**src/sv/pasd_pkg.sv**
```systemverilog
// pasd_pkg: shared types, constants and codes for the PWM angle steering detector.
// Used by pasd_div, pasd_steer and pwm_angle_steering_detector. No dependencies.
`default_nettype none

package pasd_pkg;

  // angles in hundredths of a degree
  localparam int FULL_TURN = 36000;
  localparam int HALF_TURN = 18000;
  localparam int ANGLE_W   = 16;   // bits to hold FULL_TURN
  localparam int QUOT_W    = 16;   // quotient bits, quotient < FULL_TURN
  localparam int QCNT_W    = 5;    // counts 0..QUOT_W
  localparam int RUN_W     = 8;

  localparam int DEF_CAPTURE_WIDTH = 16;
  localparam int TICK_W            = 16;   // port width of the tick fields

  // configuration port
  localparam int CFG_IDX_W  = 2;
  localparam int CFG_DATA_W = 15;
  localparam logic [CFG_IDX_W-1:0] REG_LOW_TIME = 2'd0;
  localparam logic [CFG_IDX_W-1:0] REG_TURN_TH  = 2'd1;
  localparam logic [CFG_IDX_W-1:0] REG_CENTER_TH = 2'd2;
  localparam logic [CFG_IDX_W-1:0] REG_STABLE   = 2'd3;

  localparam logic [14:0]      RST_TURN_TH   = 15'd9000;
  localparam logic [14:0]      RST_CENTER_TH = 15'd3000;
  localparam logic [RUN_W-1:0] RST_STABLE    = 8'd15;

  // steering states
  localparam logic [1:0] MODE_CENTER = 2'd0;
  localparam logic [1:0] MODE_LEFT   = 2'd1;
  localparam logic [1:0] MODE_RIGHT  = 2'd2;

  // steering events
  localparam logic [1:0] EV_NONE   = 2'd0;
  localparam logic [1:0] EV_LEFT   = 2'd1;
  localparam logic [1:0] EV_RIGHT  = 2'd2;
  localparam logic [1:0] EV_CENTER = 2'd3;

  typedef struct packed {
    logic              sample_new;
    logic [TICK_W-1:0] high_ticks;
    logic [TICK_W-1:0] period_ticks;
  } pasd_in_t;

  typedef struct packed {
    logic                      angle_valid;
    logic signed [ANGLE_W-1:0] rel_angle;
    logic [1:0]                steer_state;
    logic [1:0]                steer_event;
  } pasd_out_t;

  typedef struct packed {
    logic             decode_low_time;
    logic [14:0]      turn_threshold;
    logic [14:0]      center_threshold;
    logic [RUN_W-1:0] stable_samples;
  } pasd_cfg_t;

  // update request from the sequencer to the steering logic
  typedef struct packed {
    logic              go;     // commit this poll
    logic              ok;     // sample usable, quot holds the angle
    logic [QUOT_W-1:0] quot;   // high*36000/period
  } pasd_steer_req_t;

endpackage

`default_nettype wire

```
**src/sv/pasd_div.sv**
```systemverilog
// pasd_div: restoring divider, one quotient bit per cycle.
// Depends on pasd_pkg. Numerator must be below divisor * 2^QUOT_W.
`default_nettype none

module pasd_div import pasd_pkg::*; #(
  parameter int CW = DEF_CAPTURE_WIDTH
) (
  input  wire logic                    clk,
  input  wire logic                    rst,
  input  wire logic                    start,
  input  wire logic [CW+ANGLE_W-1:0]   num,
  input  wire logic [CW-1:0]           divisor,
  output logic                         done,
  output logic [QUOT_W-1:0]            quot
);

  logic [CW-1:0]     rem;
  logic [QUOT_W-1:0] nbits;
  logic [QCNT_W-1:0] cnt;
  logic [CW:0]       trial;
  logic [CW:0]       diff;

  // upper numerator bits are already below the divisor, so they seed the remainder
  assign trial = {rem, nbits[QUOT_W-1]};
  assign diff  = trial - {1'b0, divisor};
  assign done  = (cnt == '0);

  always_ff @(posedge clk) begin
    if (rst) begin
      cnt <= '0;
    end else if (start) begin
      cnt <= QCNT_W'(QUOT_W);
    end else if (!done) begin
      cnt <= cnt - 1'b1;
    end
  end

  always_ff @(posedge clk) begin
    if (start) begin
      rem   <= num[CW+ANGLE_W-1:QUOT_W];
      nbits <= num[QUOT_W-1:0];
    end else if (!done) begin
      nbits <= {nbits[QUOT_W-2:0], 1'b0};
      if (!diff[CW]) begin
        rem  <= diff[CW-1:0];
        quot <= {quot[QUOT_W-2:0], 1'b1};
      end else begin
        rem  <= trial[CW-1:0];
        quot <= {quot[QUOT_W-2:0], 1'b0};
      end
    end
  end

endmodule

`default_nettype wire

```
**src/sv/pasd_steer.sv**
```systemverilog
// pasd_steer: zero capture, relative angle wrap and centre/left/right debounce.
// Depends on pasd_pkg. Result is combinational on the request; state moves on req.go.
`default_nettype none

module pasd_steer import pasd_pkg::*; (
  input  wire logic            clk,
  input  wire logic            rst,
  input  wire pasd_cfg_t       cfg,
  input  wire pasd_steer_req_t req,
  output pasd_out_t            res
);

  logic               zero_set, zero_set_next;
  logic [ANGLE_W-1:0] zero_angle, zero_angle_next;
  logic [1:0]         mode, mode_next;
  logic [RUN_W-1:0]   left_run, left_run_next;
  logic [RUN_W-1:0]   right_run, right_run_next;
  logic [RUN_W-1:0]   center_run, center_run_next;

  logic [RUN_W-1:0]   need;
  logic [ANGLE_W-1:0] ang;
  logic signed [ANGLE_W:0] rel_raw, rel_w, turn_th, center_th;
  logic               valid;
  logic [1:0]         ev;

  localparam logic signed [ANGLE_W:0] HALF_S = (ANGLE_W+1)'(HALF_TURN);
  localparam logic signed [ANGLE_W:0] FULL_S = (ANGLE_W+1)'(FULL_TURN);

  function automatic logic [RUN_W-1:0] bump(input logic [RUN_W-1:0] c);
    return (c == '1) ? c : c + 1'b1;
  endfunction

  assign need = (cfg.stable_samples == '0) ? RUN_W'(1) : cfg.stable_samples;

  always_comb begin
    ang = req.quot;
    if (cfg.decode_low_time) begin
      // full turn folds to zero
      ang = (req.quot == '0) ? '0 : ANGLE_W'(FULL_TURN) - req.quot;
    end
  end

  assign rel_raw   = $signed({1'b0, ang}) - $signed({1'b0, zero_angle});
  assign turn_th   = $signed({2'b00, cfg.turn_threshold});
  assign center_th = $signed({2'b00, cfg.center_threshold});
  assign valid     = req.ok && zero_set;

  always_comb begin
    if (rel_raw > HALF_S) begin
      rel_w = rel_raw - FULL_S;
    end else if (rel_raw < -HALF_S) begin
      rel_w = rel_raw + FULL_S;
    end else begin
      rel_w = rel_raw;
    end
  end

  always_comb begin
    zero_set_next   = zero_set;
    zero_angle_next = zero_angle;
    mode_next       = mode;
    left_run_next   = left_run;
    right_run_next  = right_run;
    center_run_next = center_run;
    ev              = EV_NONE;
    if (!valid) begin
      left_run_next   = '0;
      right_run_next  = '0;
      center_run_next = '0;
      if (req.ok) begin
        zero_set_next   = 1'b1;
        zero_angle_next = ang;
      end
    end else if (mode == MODE_CENTER) begin
      if (rel_w >= turn_th) begin
        left_run_next  = bump(left_run);
        right_run_next = '0;
      end else if (rel_w <= -turn_th) begin
        right_run_next = bump(right_run);
        left_run_next  = '0;
      end else begin
        left_run_next  = '0;
        right_run_next = '0;
      end
      if (left_run_next >= need) begin
        left_run_next = '0;
        mode_next     = MODE_LEFT;
        ev            = EV_LEFT;
      end else if (right_run_next >= need) begin
        right_run_next = '0;
        mode_next      = MODE_RIGHT;
        ev             = EV_RIGHT;
      end
    end else begin
      if (rel_w <= center_th && rel_w >= -center_th) begin
        center_run_next = bump(center_run);
      end else begin
        center_run_next = '0;
      end
      if (center_run_next >= need) begin
        center_run_next = '0;
        left_run_next   = '0;
        right_run_next  = '0;
        mode_next       = MODE_CENTER;
        ev              = EV_CENTER;
      end
    end
  end

  always_comb begin
    res.angle_valid = valid;
    res.rel_angle   = valid ? rel_w[ANGLE_W-1:0] : '0;
    res.steer_state = mode_next;
    res.steer_event = ev;
  end

  always_ff @(posedge clk) begin
    if (rst) begin
      zero_set   <= 1'b0;
      zero_angle <= '0;
      mode       <= MODE_CENTER;
      left_run   <= '0;
      right_run  <= '0;
      center_run <= '0;
    end else if (req.go) begin
      zero_set   <= zero_set_next;
      zero_angle <= zero_angle_next;
      mode       <= mode_next;
      left_run   <= left_run_next;
      right_run  <= right_run_next;
      center_run <= center_run_next;
    end
  end

endmodule

`default_nettype wire

```
**src/sv/pwm_angle_steering_detector.sv**
```systemverilog
// pwm_angle_steering_detector: top level, request sequencer, config registers, output register.
// Depends on pasd_pkg, pasd_div and pasd_steer.
//
// Usage: each input request is one poll (sample_new, high_ticks, period_ticks) on a
// valid/ready channel; each poll yields exactly one result (angle_valid, rel_angle,
// steer_state, steer_event) on the output valid/ready channel.
// A usable sample goes through a multiply step (high * 36000), a load step, the divide
// step (the divider iterations, then a check to see them finish) and an update step
// that updates the steering state and loads the output register, after which out_valid rises.
// An unusable sample skips the multiply and divide and goes straight to the update step.
// in_ready is high only while the sequencer is idle, so one poll is in flight at a time.
// A result sits in the output register until taken; if the receiver stalls, the next
// poll is still accepted and worked on, and holds in its final step until the register
// frees, so no state changes until its result can be stored.
// Configuration writes (cfg_write, cfg_index, cfg_data) take effect at once and are to
// be made while the block is idle. Synchronous reset clears the zero capture, the
// steering state and the run counters and restores the register defaults.
`default_nettype none

module pwm_angle_steering_detector import pasd_pkg::*; #(
  parameter int CAPTURE_WIDTH = DEF_CAPTURE_WIDTH
) (
  input  wire logic                  clk,
  input  wire logic                  rst,
  input  wire logic                  in_valid,
  output logic                       in_ready,
  input  wire pasd_in_t              in_data,
  output logic                       out_valid,
  input  wire logic                  out_ready,
  output pasd_out_t                  out_data,
  input  wire logic                  cfg_write,
  input  wire logic [CFG_IDX_W-1:0]  cfg_index,
  input  wire logic [CFG_DATA_W-1:0] cfg_data
);

  // ticks beyond the port width never reach the block
  localparam int CW = (CAPTURE_WIDTH < TICK_W) ? CAPTURE_WIDTH : TICK_W;
  localparam int NW = CW + ANGLE_W;

  localparam logic [2:0] S_IDLE = 3'd0;
  localparam logic [2:0] S_MUL  = 3'd1;
  localparam logic [2:0] S_LOAD = 3'd2;
  localparam logic [2:0] S_DIV  = 3'd3;
  localparam logic [2:0] S_POST = 3'd4;

  logic [2:0]      state, state_next;
  pasd_cfg_t       cfg;
  logic [CW-1:0]   high_r, period_r;
  logic            ok_r;
  logic [NW-1:0]   prod;
  logic            div_done;
  logic [QUOT_W-1:0] quot;
  pasd_steer_req_t sreq;
  pasd_out_t       sres;
  logic            in_take, commit;
  logic [CW-1:0]   high_in, period_in;
  logic            ok_in;

  assign in_ready  = (state == S_IDLE);
  assign in_take   = in_valid && in_ready;
  assign commit    = (state == S_POST) && (!out_valid || out_ready);
  assign high_in   = in_data.high_ticks[CW-1:0];
  assign period_in = in_data.period_ticks[CW-1:0];
  // high below period already rules out a zero period
  assign ok_in     = in_data.sample_new && (high_in != '0) && (high_in < period_in);

  always_ff @(posedge clk) begin
    if (rst) begin
      cfg.decode_low_time  <= 1'b0;
      cfg.turn_threshold   <= RST_TURN_TH;
      cfg.center_threshold <= RST_CENTER_TH;
      cfg.stable_samples   <= RST_STABLE;
    end else if (cfg_write) begin
      unique case (cfg_index)
        REG_LOW_TIME:  cfg.decode_low_time  <= cfg_data[0];
        REG_TURN_TH:   cfg.turn_threshold   <= cfg_data[14:0];
        REG_CENTER_TH: cfg.center_threshold <= cfg_data[14:0];
        REG_STABLE:    cfg.stable_samples   <= cfg_data[RUN_W-1:0];
        default: ;
      endcase
    end
  end

  always_comb begin
    state_next = state;
    unique case (state)
      S_IDLE: if (in_take) state_next = ok_in ? S_MUL : S_POST;
      S_MUL:  state_next = S_LOAD;
      S_LOAD: state_next = S_DIV;
      S_DIV:  if (div_done) state_next = S_POST;
      S_POST: if (commit) state_next = S_IDLE;
      default: state_next = S_IDLE;
    endcase
  end

  always_ff @(posedge clk) begin
    if (rst) begin
      state <= S_IDLE;
    end else begin
      state <= state_next;
    end
  end

  always_ff @(posedge clk) begin
    if (in_take) begin
      high_r   <= high_in;
      period_r <= period_in;
      ok_r     <= ok_in;
    end
    if (state == S_MUL) begin
      prod <= NW'(high_r) * NW'(FULL_TURN);
    end
  end

  pasd_div #(
    .CW (CW)
  ) u_div (
    .clk     (clk),
    .rst     (rst),
    .start   (state == S_LOAD),
    .num     (prod),
    .divisor (period_r),
    .done    (div_done),
    .quot    (quot)
  );

  always_comb begin
    sreq.go   = commit;
    sreq.ok   = ok_r;
    sreq.quot = quot;
  end

  pasd_steer u_steer (
    .clk (clk),
    .rst (rst),
    .cfg (cfg),
    .req (sreq),
    .res (sres)
  );

  always_ff @(posedge clk) begin
    if (rst) begin
      out_valid <= 1'b0;
    end else if (commit) begin
      out_valid <= 1'b1;
    end else if (out_ready) begin
      out_valid <= 1'b0;
    end
  end

  always_ff @(posedge clk) begin
    if (commit) begin
      out_data <= sres;
    end
  end

  a_accept_path: assert property (@(posedge clk) disable iff (rst)
    in_take |=> (state == S_MUL) || (state == S_POST))
    else $error("accepted request did not start processing");

  a_div_to_post: assert property (@(posedge clk) disable iff (rst)
    (state == S_DIV) && div_done |=> state == S_POST)
    else $error("divider finish not followed by update step");

  a_hold_on_stall: assert property (@(posedge clk) disable iff (rst)
    (state == S_POST) && out_valid && !out_ready |=> state == S_POST)
    else $error("result committed over a stalled output");

  a_event_valid: assert property (@(posedge clk) disable iff (rst)
    out_valid && (out_data.steer_event != EV_NONE) |-> out_data.angle_valid)
    else $error("steering event on an invalid poll");

  a_state_code: assert property (@(posedge clk) disable iff (rst)
    out_valid |-> out_data.steer_state != 2'd3)
    else $error("unused steering state reported");

endmodule

`default_nettype wire
```
**config.mk**
```make
export PLATFORM = sky130hd
export DESIGN_NAME = pwm_angle_steering_detector
export DESIGN_NICKNAME = d
export VERILOG_FILES = /design/src/sv/pasd_pkg.sv /design/src/sv/pasd_div.sv /design/src/sv/pasd_steer.sv /design/src/sv/pwm_angle_steering_detector.sv
export SDC_FILE = /design/constraint.sdc
export NUM_CORES = 1
export LEC_CHECK = 0
export BUFFER_PORTS_ARGS = -buffer_cell sky130_fd_sc_hd__buf_2
export CAP_MARGIN = 30
export CELL_PAD_IN_SITES_DETAIL_PLACEMENT = 1
export CELL_PAD_IN_SITES_GLOBAL_PLACEMENT = 2
export CORE_MARGIN = 5
export CORE_UTILIZATION = 41
export CTS_BUF_LIST = sky130_fd_sc_hd__clkbuf_4
export DETAILED_ROUTE_END_ITERATION = 16
export HOLD_SLACK_MARGIN = 0.05
export PLACE_DENSITY = 0.79
export SETUP_SLACK_MARGIN = 0.3
export SKIP_LAST_GASP = 1
export SLEW_MARGIN = 20
export SYNTH_ARGS = -nofsm -noshare
export SYNTH_HDL_FRONTEND = slang
export SYNTH_SLANG_ARGS = --single-unit
```
**constraint.sdc**
```tcl
create_clock -name clk -period 11.7 [get_ports clk]
set_input_delay 1.17 -clock clk [delete_from_list [all_inputs] [get_ports clk]]
set_output_delay 1.17 -clock clk [all_outputs]
set_load 0.02 [all_outputs]
```
* Word level (Yosys, flattened, before mapping)
Cells that the tools add are included.
** Storage, ports and cells
- Flip-flop bits (word level) :: 219
- Bits of input ports :: 55
- Output and inout bits :: 23
- Logic and storage cells :: 146
** Operators by class
- Add/sub/neg operators :: 11
- $mul :: 1
- $lt $le $gt $ge :: 10
- Eq/ne operators :: 16
- Mux-type cells :: 53
- Bitwise operators :: 3
- Reductions and logical operators :: 26
** Operator list (count)
- 2-to-1 mux 8 bit :: 25
- 2-to-1 mux 16 bit :: 7
- 2-to-1 mux 17 bit :: 2
- negation 15 -> 17 bit :: 2
- multiplier 16 x 11 -> 27 bit, second input constant :: 1
- adder 8 x 1 -> 8 bit, second input constant :: 3
- equality test 8 bit, second input constant :: 3
- >= comparator 8 bit :: 3
- 2-to-1 mux 2 bit :: 9
- adder 17 bit, second input constant :: 1
- >= comparator 17 x 16 -> 1 bit :: 1
- >= comparator 17 bit :: 1
- > comparator 17 x 16 -> 1 bit, second input constant :: 1
- less-or-equal comparator 17 x 16 -> 1 bit :: 1
- less-or-equal comparator 17 bit :: 1
- < comparator 17 x 16 -> 1 bit, second input constant :: 1
- subtractor 16 x 16 -> 17 bit :: 1
- subtractor 17 x 16 -> 17 bit :: 1
- subtractor 17 bit, second input constant :: 1
- zero test 16 bit :: 1
- < comparator 16 bit :: 1
- nonzero test 16 bit :: 1
- subtractor 16 bit, first input constant :: 1
- one-hot mux 3 bit (5 select lines) :: 1
- 24 further kinds :: 50

* Depth between registers and ports, before layout
Gate-level depths: netlist of the first run.
- Depth in word-level cells :: 17
- Gate-level depth with buffers :: 50
- Gate-level depth less buffers :: 47

* Cells and area by module
Synthesis of the first run repeated with hierarchy kept, for this count alone.
** Second synthesis, totals
- Cells, all modules :: 1943
- Area total of the unflattened synthesis :: 17879.6 um^2
** By module, submodules not included
- pwm_angle_steering_detector :: times used 1, cells each 652, area each 7374.6 um^2, sequential area each 3293.2 um^2
- pasd_steer :: times used 1, cells each 1005, area each 7332.0 um^2, sequential area each 860.8 um^2
- pasd_div :: times used 1, cells each 286, area each 3173.0 um^2, sequential area each 1541.5 um^2

* Worst setup path before layout of the first run
OpenSTA, ideal clock, no wires.
- Kind :: register to register
- Start point :: register u_div.quot[12]
- End point :: register u_steer.right_run[1]
- Library setup time :: 0.117 ns
- Arrival :: 9.226 ns
- Required time :: 11.583 ns
- Slack :: 2.357 ns
- Cell stages (with the launch flop) :: 44
- Path buffers :: 1
- Period minus slack after synthesis :: 9.343 ns
- Cell sequence :: edfxtp_1 -> or4b_2 -> nor3_1 -> nand2b_1 -> ha_1 -> fa_1 -> nor2b_1 -> o21a_4 -> o311ai_2 -> inv_1 -> ha_1 -> a21oi_1 -> nor4_1 -> o2111a_1 -> o32ai_2 -> nor2_2 -> a211oi_1 -> xnor2_1 -> [8 not listed] -> nand2_1 -> o21ai_0 -> ha_1 -> nand2b_1 -> a21oi_1 -> nor2b_1 -> o21ai_0 -> nand2b_1 -> a21oi_1 -> nor2b_1 -> o21ai_0 -> nand2b_1 -> a21oi_1 -> nor2b_1 -> nand2b_1 -> clkbuf_1 -> nor2_1 -> a32o_1
** Between the ends
- Word-level cells in the longest chain between the ends :: 17
- Elaborated cells between the ends (all ways) :: 35
- Those cells by class :: 4 x add/sub; 9 x order compare; 1 x eq/ne; 18 x mux; 3 x reduce/logical
** RTL lines
- start, declared :: RTL line pasd_div.sv:14 : output logic [QUOT_W-1:0] quot
- start signal, assigned :: RTL line pasd_div.sv:46 : quot <= {quot[QUOT_W-2:0], 1'b1};
- start signal, assigned :: RTL line pasd_div.sv:49 : quot <= {quot[QUOT_W-2:0], 1'b0};
- subtractor 16 bit / zero test 16 bit (equally long branches) :: RTL line pasd_steer.sv:39 : ang = (req.quot == '0) ? '0 : ANGLE_W'(FULL_TURN) - req.quot;
- 2-to-1 mux 16 bit :: RTL line pasd_steer.sv:39
- 2-to-1 mux 16 bit (*) :: RTL line pasd_steer.sv:37 : if (cfg.decode_low_time) begin
- subtractor 16 x 16 -> 17 bit (*) :: RTL line pasd_steer.sv:43 : assign rel_raw = $signed({1'b0, ang}) - $signed({1'b0, zero_angle});
- < comparator 17 x 16 -> 1 bit / adder 17 bit (equally long branches) :: RTL line pasd_steer.sv:51, pasd_steer.sv:52
- 2-to-1 mux 17 bit :: RTL line pasd_steer.sv:51 : end else if (rel_raw < -HALF_S) begin
- 2-to-1 mux 17 bit (*) :: RTL line pasd_steer.sv:49 : if (rel_raw > HALF_S) begin
- net u_steer.rel_w[8] :: RTL line pasd_steer.sv:22 : logic signed [ANGLE_W:0] rel_raw, rel_w, turn_th, center_th;
- [2 not listed]
- 2-to-1 mux 8 bit :: RTL line pasd_steer.sv:75 : if (rel_w >= turn_th) begin
- 2-to-1 mux 8 bit :: RTL line pasd_steer.sv:74 : end else if (mode == MODE_CENTER) begin
- 2-to-1 mux 8 bit :: RTL line pasd_steer.sv:66 : if (!valid) begin
- >= comparator 8 bit :: RTL line pasd_steer.sv:89 : end else if (right_run_next >= need) begin
- 2-to-1 mux 8 bit :: RTL line pasd_steer.sv:89
- 2-to-1 mux 8 bit :: RTL line pasd_steer.sv:85 : if (left_run_next >= need) begin
- 2-to-1 mux 8 bit :: RTL line pasd_steer.sv:74
- 2-to-1 mux 8 bit :: RTL line pasd_steer.sv:66
- end signal, assigned :: RTL line pasd_steer.sv:130 : right_run <= right_run_next;
- end, declared :: RTL line pasd_steer.sv:17 : logic [RUN_W-1:0] right_run, right_run_next;
Mark *: on every way through the listed nets, which the timed path passes. The rest lies on a longest branch. The select of a mux whose other input is x is not followed.
A chain may end at the register's enable or synchronous reset.

* Final worst setup path of the first run
- Start point :: register, netlist name cfg[38]
- End point :: register u_steer.right_run[3]
** Between the ends
- Word-level cells in the longest chain between the ends :: 15
- Elaborated cells between the ends (all ways) :: 32
- Those cells by class :: 3 x add/sub; 9 x order compare; 1 x eq/ne; 17 x mux; 2 x reduce/logical
** RTL lines
- 2-to-1 mux 16 bit (*) :: RTL line pasd_steer.sv:37
- subtractor 16 x 16 -> 17 bit (*) :: RTL line pasd_steer.sv:43
- adder 17 bit / < comparator 17 x 16 -> 1 bit (equally long branches) :: RTL line pasd_steer.sv:52, pasd_steer.sv:51
- 2-to-1 mux 17 bit :: RTL line pasd_steer.sv:51
- 2-to-1 mux 17 bit (*) :: RTL line pasd_steer.sv:49
- net u_steer.rel_w[14] :: RTL line pasd_steer.sv:22
- less-or-equal comparator 17 bit :: RTL line pasd_steer.sv:78 : end else if (rel_w <= -turn_th) begin
- 2-to-1 mux 8 bit :: RTL line pasd_steer.sv:78
- 2-to-1 mux 8 bit :: RTL line pasd_steer.sv:75
- 2-to-1 mux 8 bit :: RTL line pasd_steer.sv:74
- 2-to-1 mux 8 bit :: RTL line pasd_steer.sv:66
- >= comparator 8 bit :: RTL line pasd_steer.sv:89
- 2-to-1 mux 8 bit :: RTL line pasd_steer.sv:89
- 2-to-1 mux 8 bit :: RTL line pasd_steer.sv:85
- 2-to-1 mux 8 bit :: RTL line pasd_steer.sv:74
- 2-to-1 mux 8 bit :: RTL line pasd_steer.sv:66
Marked as above.

==> results of run 1 <==
## registers in the layout, indices dropped and copies added (netlist names)
name,cells
u_div.nbits,11
out_valid,1
ok_r,1
out_data,21
u_div.rem,16
period_r,16
u_div.quot,16
u_steer.mode,2
u_steer.left_run,8
u_steer.zero_set,1
cfg,39
state,3
high_r,16
u_steer.right_run,8
prod,27
u_steer.zero_angle,16
u_div.cnt,5
u_steer.center_run,8
## metrics by stage
step / utilization, % / worst slack, ps / cells / hold slack [ps] / instance area, µm²
global placement: 43.9 / 1420 / 2470 / 444 / 18000
floorplan: - / 2360 / 1899 / 436 / 17100
CTS: 46.0 / 963 / 2586 / 459 / 18900
detailed placement: 43.9 / 1010 / 2471 / 451 / 18100
global route: 46.1 / 322 / 2592 / 479 / 19000
finish: 46.1 / 1310 / 2592 / 456 / 19000
## cells by family (layout without fill, tap and decap cells)
family / after synthesis / in the layout / synth area share [%]
xor gates and xnor gates: 91 / 91 / 4.97
DFF: 215 / 215 / 32.4
muxes: 26 / 26 / 1.62
and+or+nand+nor: 639 / 639 / 18.3
other: 0 / 4 / 0
AOI/OAI and AO/OA: 403 / 403 / 15.9
buffers and inverters: 259 / 416 / 5.91
adders and majority gates: 266 / 266 / 21.0
## worst max-delay path, delay by kind of cell, from the launching register on
kind / cells / cell delay, ps
xor gates and xnor gates: 1 / 500
adders and majority gates: 5 / 1170
buffers and inverters: 2 / 360
and+or+nand+nor: 18 / 4210
AOI/OAI and AO/OA: 14 / 3470
DFF: 1 / 620
## per-layer routing
metal	up-vias	track usage (%)	share of wire [%]
li1	7006	-	-
met4	6	6.06	2.4
met1	6742	24.4	44
met2	220	36.0	49
met5	-	0	0.078
met3	96	4.19	3.9
## final timing paths
kind | slack, ps | to | depth (start not counted) | start
worst max register to register | 1310 | u_steer.right_run[3]$_SDFFE_PP0P_ | 40 | cfg[38]$_SDFFE_PP0P_
worst max-delay path | 1310 | u_steer.right_run[3]$_SDFFE_PP0P_ | 40 | cfg[38]$_SDFFE_PP0P_
worst min register to register | 460 | u_steer.zero_angle[15]$_SDFFE_PP0P_ | 2 | u_steer.zero_angle[15]$_SDFFE_PP0P_
worst min-delay path | 460 | u_steer.zero_angle[15]$_SDFFE_PP0P_ | 2 | u_steer.zero_angle[15]$_SDFFE_PP0P_
## timing repair
item / 4_1_cts / 5_1_grt
setup endpoints to repair: 0 / 8
gates resized for setup: 0 / 4
hold endpoints to repair: 0 / 0
## final cells by class
class / instances / area share, %
multi-input cells: 1425 / 56.0
clock buffers: 98 / 3.88
inverters: 211 / 4.18
clock inverters: 17 / 0.653
repair buffers: 90 / 2.53
well taps: 532 / 3.51
diodes: 4 / 0.0528
flip-flops and latches: 215 / 29.2
## placed cells by master (no fill, tap or decap), drive strengths merged, types with 10 or more instances in the layout
cell	instances
o211ai	11
xnor2	63
a31oi	12
nand2b	27
clkbuf	100
nor2b	27
ha	229
clkinv	13
dfxtp	91
or2	12
nand2	212
a21o	33
edfxtp	124
nor2	125
o21a	24
fa	35
a211o	11
inv	212
nor4	23
a211oi	18
and3	19
o21ai	79
nor3	53
mux2i	21
a21oi	118
a21boi	10
nand4	15
o21bai	10
and2	23
buf	88
xor2	26
nand3	52
nand3b	15
==> summary.md, run 1 <==
| Metric | Value |
|---|---|
| Clock skew | 40.8 ps |
| CP Data Required Time | 12,410 ps |
| Fill cells | 4,877 |
| Worst-path clk slew | 70 ps |
| Crit-path max FO | 20 |
| EDFF count, synth | 124 |
| Share of post-route cells with drive strength above 1 | 11.9% |
| Post-CTS setup buffer count | 0 |
| DR DRC count | 0 |
| Clk_lat worst skew | 770 ps |
| First-pass iteration count of the detailed router | 4 |
| Max-slew violations | 0 |
| DR vias | 14,100 |
| Outcome | complete, no violations |
| Io pins | 78 |
| Die Span Y | 214 µm |
| WS Path Type | flip-flop to flip-flop |
| CTS tree | built |
| Max incr delay on CP | 670 ps |
| H-tree levels | 3 |
| Sequential share of the synthesized area | 32.4% |
| Max Cap Viol | 0 |
| Most instantiated cells after synthesis | ha_1 (229), nand2_1 (212), inv_1 (209) |
| GRT Util Overall | 20.1% |
| Slew at the pin with the worst max-slew slack | 1010 ps |
| Final net count | around 2,300 |
| Synth top area cells | edfxtp_1 (22%), ha_1 (17%), dfxtp_1 (11%) |
| Post-DP HPWL | 36,400 µm |
| Grt ovf | 0 |
| Netlist cell types | 104 |
| Syn_nets | 2,218 |
| Mapped Cells | about 1,900 |
| Total die area | ~46,000 µm² |
| Via density | 5.43 |
| Vias in the first global route | 14,900 |
| Sink Count | about 220 |
| RSZ-0062 raised after global routing | false |
| WL/cell | around 18 µm |
| Synth-to-Final Area Change | 10.8% |
| Relative slew margins | 32.3% |
| Cts bufs inserted | 66 |
| Gpl congestion | 0.829 |
| CP startpoint kind | flip-flop |
| Post-Syn Area | 17,100 µm² |
| CTS max path bufs | 3 |
| # hold bufs at CTS | 0 |
| Highest Clock Rate | about 96 MHz |
| Register area | 5550 µm² |
| First-pass GRT wire length | 76,700 µm |
| Area of the multi-input gates | between 10,000 and 15,000 µm² |
| Antenna Nets Post-Route | 0 |
| Period utilization | 88.8% |
| Cell with the most instances after synthesis | ha_1 |
| Crit path time final | 10,390 ps |
| Worst path slowest cell | or4b_2 |
| Flops & latches, synth | 215 |
| Rows | 74 |
| Initial Utilization | 41.6% |
| Synth area leader | edfxtp_1 |
| Pin count of the biggest net entering global routing | 75 |
| CP Capture Type | flip-flop |
| Synth top area share | 21.8% |
| Root buffer cell | clkbuf_4 |
| Ys flop type | edfxtp_1 |
| Ys Warns | 0 |
| Initial antenna violation count | 5 |
| Final hold violations | 0 |
| Ys async rst share | 0% |
| Die W | roughly 210 µm |
| Port Buffer Count | 77 |
| Drt initial violations | 499 |
| Syn_area_per_cell | around 9 µm² |
| Fin Setup TNS | 0 ps |
| Worst path arrival time | approximately 11,000 ps |
| Worst min path class | flip-flop to flip-flop |
| Total Wirelength | 46,300 µm |
| Setup violators final | 0 |
| Core ar. | 41,100 µm² |
Power of run 1 is not shown: default switching activity piles up to over one toggle a cycle in this logic, so the estimate is an artifact.
==> run 2, diff against run 1 <==
--- a/config.mk
+++ b/config.mk
@@ -9,6 +9,7 @@
 export CAP_MARGIN = 30
 export CELL_PAD_IN_SITES_DETAIL_PLACEMENT = 1
 export CELL_PAD_IN_SITES_GLOBAL_PLACEMENT = 2
+export CORE_ASPECT_RATIO = 0.9
 export CORE_MARGIN = 5
 export CORE_UTILIZATION = 41
 export CTS_BUF_LIST = sky130_fd_sc_hd__clkbuf_4
==> summary.md, run 2 (synthesis gave the netlist of run 1 again) <==
| Metric | Value |
|---|---|
| Outcome | complete, no violations |
| Max incr delay on CP | 660 ps (about the same) |
| GR Util met3 | 3.95% (-0.24 points) |
| Rows | 71 (-4.1%) |
| Relative slew margins | 36.5% (+4.2 points) |
| Via density | 5.40 (-0.46%) |
| RR Startpoint | cfg[38]$_SDFFE_PP0P_ |
| Io pins | 78 (unchanged) |
| Period utilization | 90.2% (+1.4 points) |
| Setup violators final | 0 (unchanged) |
| CTS max path bufs | 3 (unchanged) |
| Worst path slowest cell | or4b_2 |
| Cts bufs inserted | 60 (-9.1%) |
| Root buffer cell | clkbuf_4 |
| Worst-path clk slew | 70 ps (about the same) |
| Sink Count | 215 (unchanged) |
| Crit path time final | 10,560 ps (+163 ps) |
| HP Start | u_steer.zero_angle[3]$_SDFFE_PP0P_ |
| Biggest regs | cfg: 39 flops, prod: 27 flops, out_data: 21 flops |
| Highest Clock Rate | 94.7 MHz (-1.5%) |
| Gr busiest metal | met2 |
| DR vias | 14,100 (+0.036%) |
| Final net count | 2,326 (-0.086%) |
| Die Span Y | 204 µm (-4.9%) |
| CP startpoint kind | flip-flop |
| Post-DP HPWL | 37,300 µm (+2.6%) |
| Most frequent cells in the layout | ha_1 (229), nand2_1 (211), inv_1 (209), edfxtp_1 (124), nor2_1 (123) |
| Clk_lat worst skew | 830 ps (+60 ps) |
| GRT Util Overall | 20.5% (+0.42 points) |
| Crit-path max FO | 16 (-20%) |
| R2R Setup Slk | 1140 ps (-160 ps) |
| Antenna Nets Post-Route | 0 (unchanged) |
| Slew at the pin with the worst max-slew slack | 953 ps (-55.8 ps) |
| Worst path arrival time | 11,300 ps (+200 ps) |
| Vias in the first global route | 14,800 (-0.77%) |
| Initial antenna violation count | 5 (unchanged) |
| Gpl congestion | 0.833 (+0.53%) |
| Core ar. | 41,600 µm² (+1.1%) |
| Critical Path Start | cfg[38]$_SDFFE_PP0P_ |
| CP Capture Type | flip-flop |
| Synth-to-Final Area Change | 10.5% |
| Reg2Reg Depth | 41 (+2.5%) |
| CTS tree | built |
| Reg with most FFs | cfg |
| RSZ-0062 raised after global routing | false |
| DR DRC count | 0 (unchanged) |
| Clock skew | 59.2 ps (+18.4 ps) |
| Share of post-route cells with drive strength above 1 | 11.3% (-0.58 points) |
| CP Data Required Time | 12,440 ps (+30 ps) |
| Drt initial violations | 582 (+17%) |
| First-pass iteration count of the detailed router | 5 (+1) |
| Met1 global-route usage | 27.4% (+3.0 points) |
| Grt ovf | 0 (unchanged) |
| Die W | 225 µm (+5.2%) |
| WL/cell | 18.1 µm (+1.5%) |
| Total die area | 45,900 µm² (about the same) |
| Number of flip-flops in the largest register | 39 (unchanged) |
| Met2 Usage GRT | 34.7% (-1.3 points) |
| Max-slew violations | 0 (unchanged) |
| Pin count of the biggest net entering global routing | 75 (unchanged) |
| Worst min path class | flip-flop to flip-flop |
| Fin Setup TNS | 0 ps (unchanged) |
| Commonest non-fill, non-tap cell in the layout | ha_1 |
| Total Wirelength | 47,200 µm (+2.0%) |
| First-pass GRT wire length | 76,800 µm (+0.12%) |
| Final hold violations | 0 (unchanged) |
| Port Buffer Count | 77 (unchanged) |
| WS Path Type | flip-flop to flip-flop |
| H-tree levels | 2 (-1) |
| Post-CTS setup buffer count | 0 (unchanged) |
| Initial Utilization | 41.2% (-0.47 points) |
| Hold path depth | 2 (unchanged) |
| Max Cap Viol | 0 (unchanged) |
| Worst hold endpoint | u_steer.zero_angle[3]$_SDFFE_PP0P_ |
| RR Endpoint | u_steer.center_run[1]$_SDFFE_PP0P_ |
[run 2: timing repair]
action,in CTS,in global routing
hold buffers,0,0
endpoints found under the setup margin,0,8
resized for setup,0,3
[run 2: worst max-delay path, delay by kind of cell, from the launching register on]
family	cells	cell delay, ps
compound gates	20	4610
simple gates	15	3740
fa+ha+maj	4	1080
flops	1	640
xor+xnor	1	260
buf+inv	1	190
[run 2: how the worst max path moves through the flow]
| stage | end | cells after the start |
|---|---|---|
| after floorplan | u_steer.right_run[1]$_SDFFE_PP0P_ | 43 |
| after global placement | u_steer.right_run[1]$_SDFFE_PP0P_ | 43 |
| after detailed placement | u_steer.right_run[1]$_SDFFE_PP0P_ | 43 |
| after CTS | u_steer.right_run[1]$_SDFFE_PP0P_ | 43 |
| after global routing | u_steer.right_run[1]$_SDFFE_PP0P_ | 43 |
| final | u_steer.center_run[1]$_SDFFE_PP0P_ | 41 |
[run 2: cell type report]
class	instances	area (µm²)
fillers	4938	22700
multi-input cells	1425	10600
flip-flops and latches	215	5550
inverters	211	792
well taps	547	684
clock buffers	82	616
repair buffers	94	513
clock inverters	28	151
diodes	3	7.51
[run 2: through the flow]
stage	utilization, %	cells	hold slack, ps	instance area (µm²)	setup slack (ps)
floorplan	-	1899	436	17100	2360
global placement	43.6	2492	442	18100	1460
detailed placement	43.6	2492	451	18100	951
CTS	45.4	2602	416	18900	974
global route	45.5	2605	430	18900	341
finish	45.5	2605	458	18900	1140
[run 2: per-layer routing]
metal	vias up	routed length [µm]
met5	-	27
met4	4	905
met1	6833	22500
met3	71	1680
li1	6982	-
met2	185	22000
Power of run 2 is left out for the same reason.
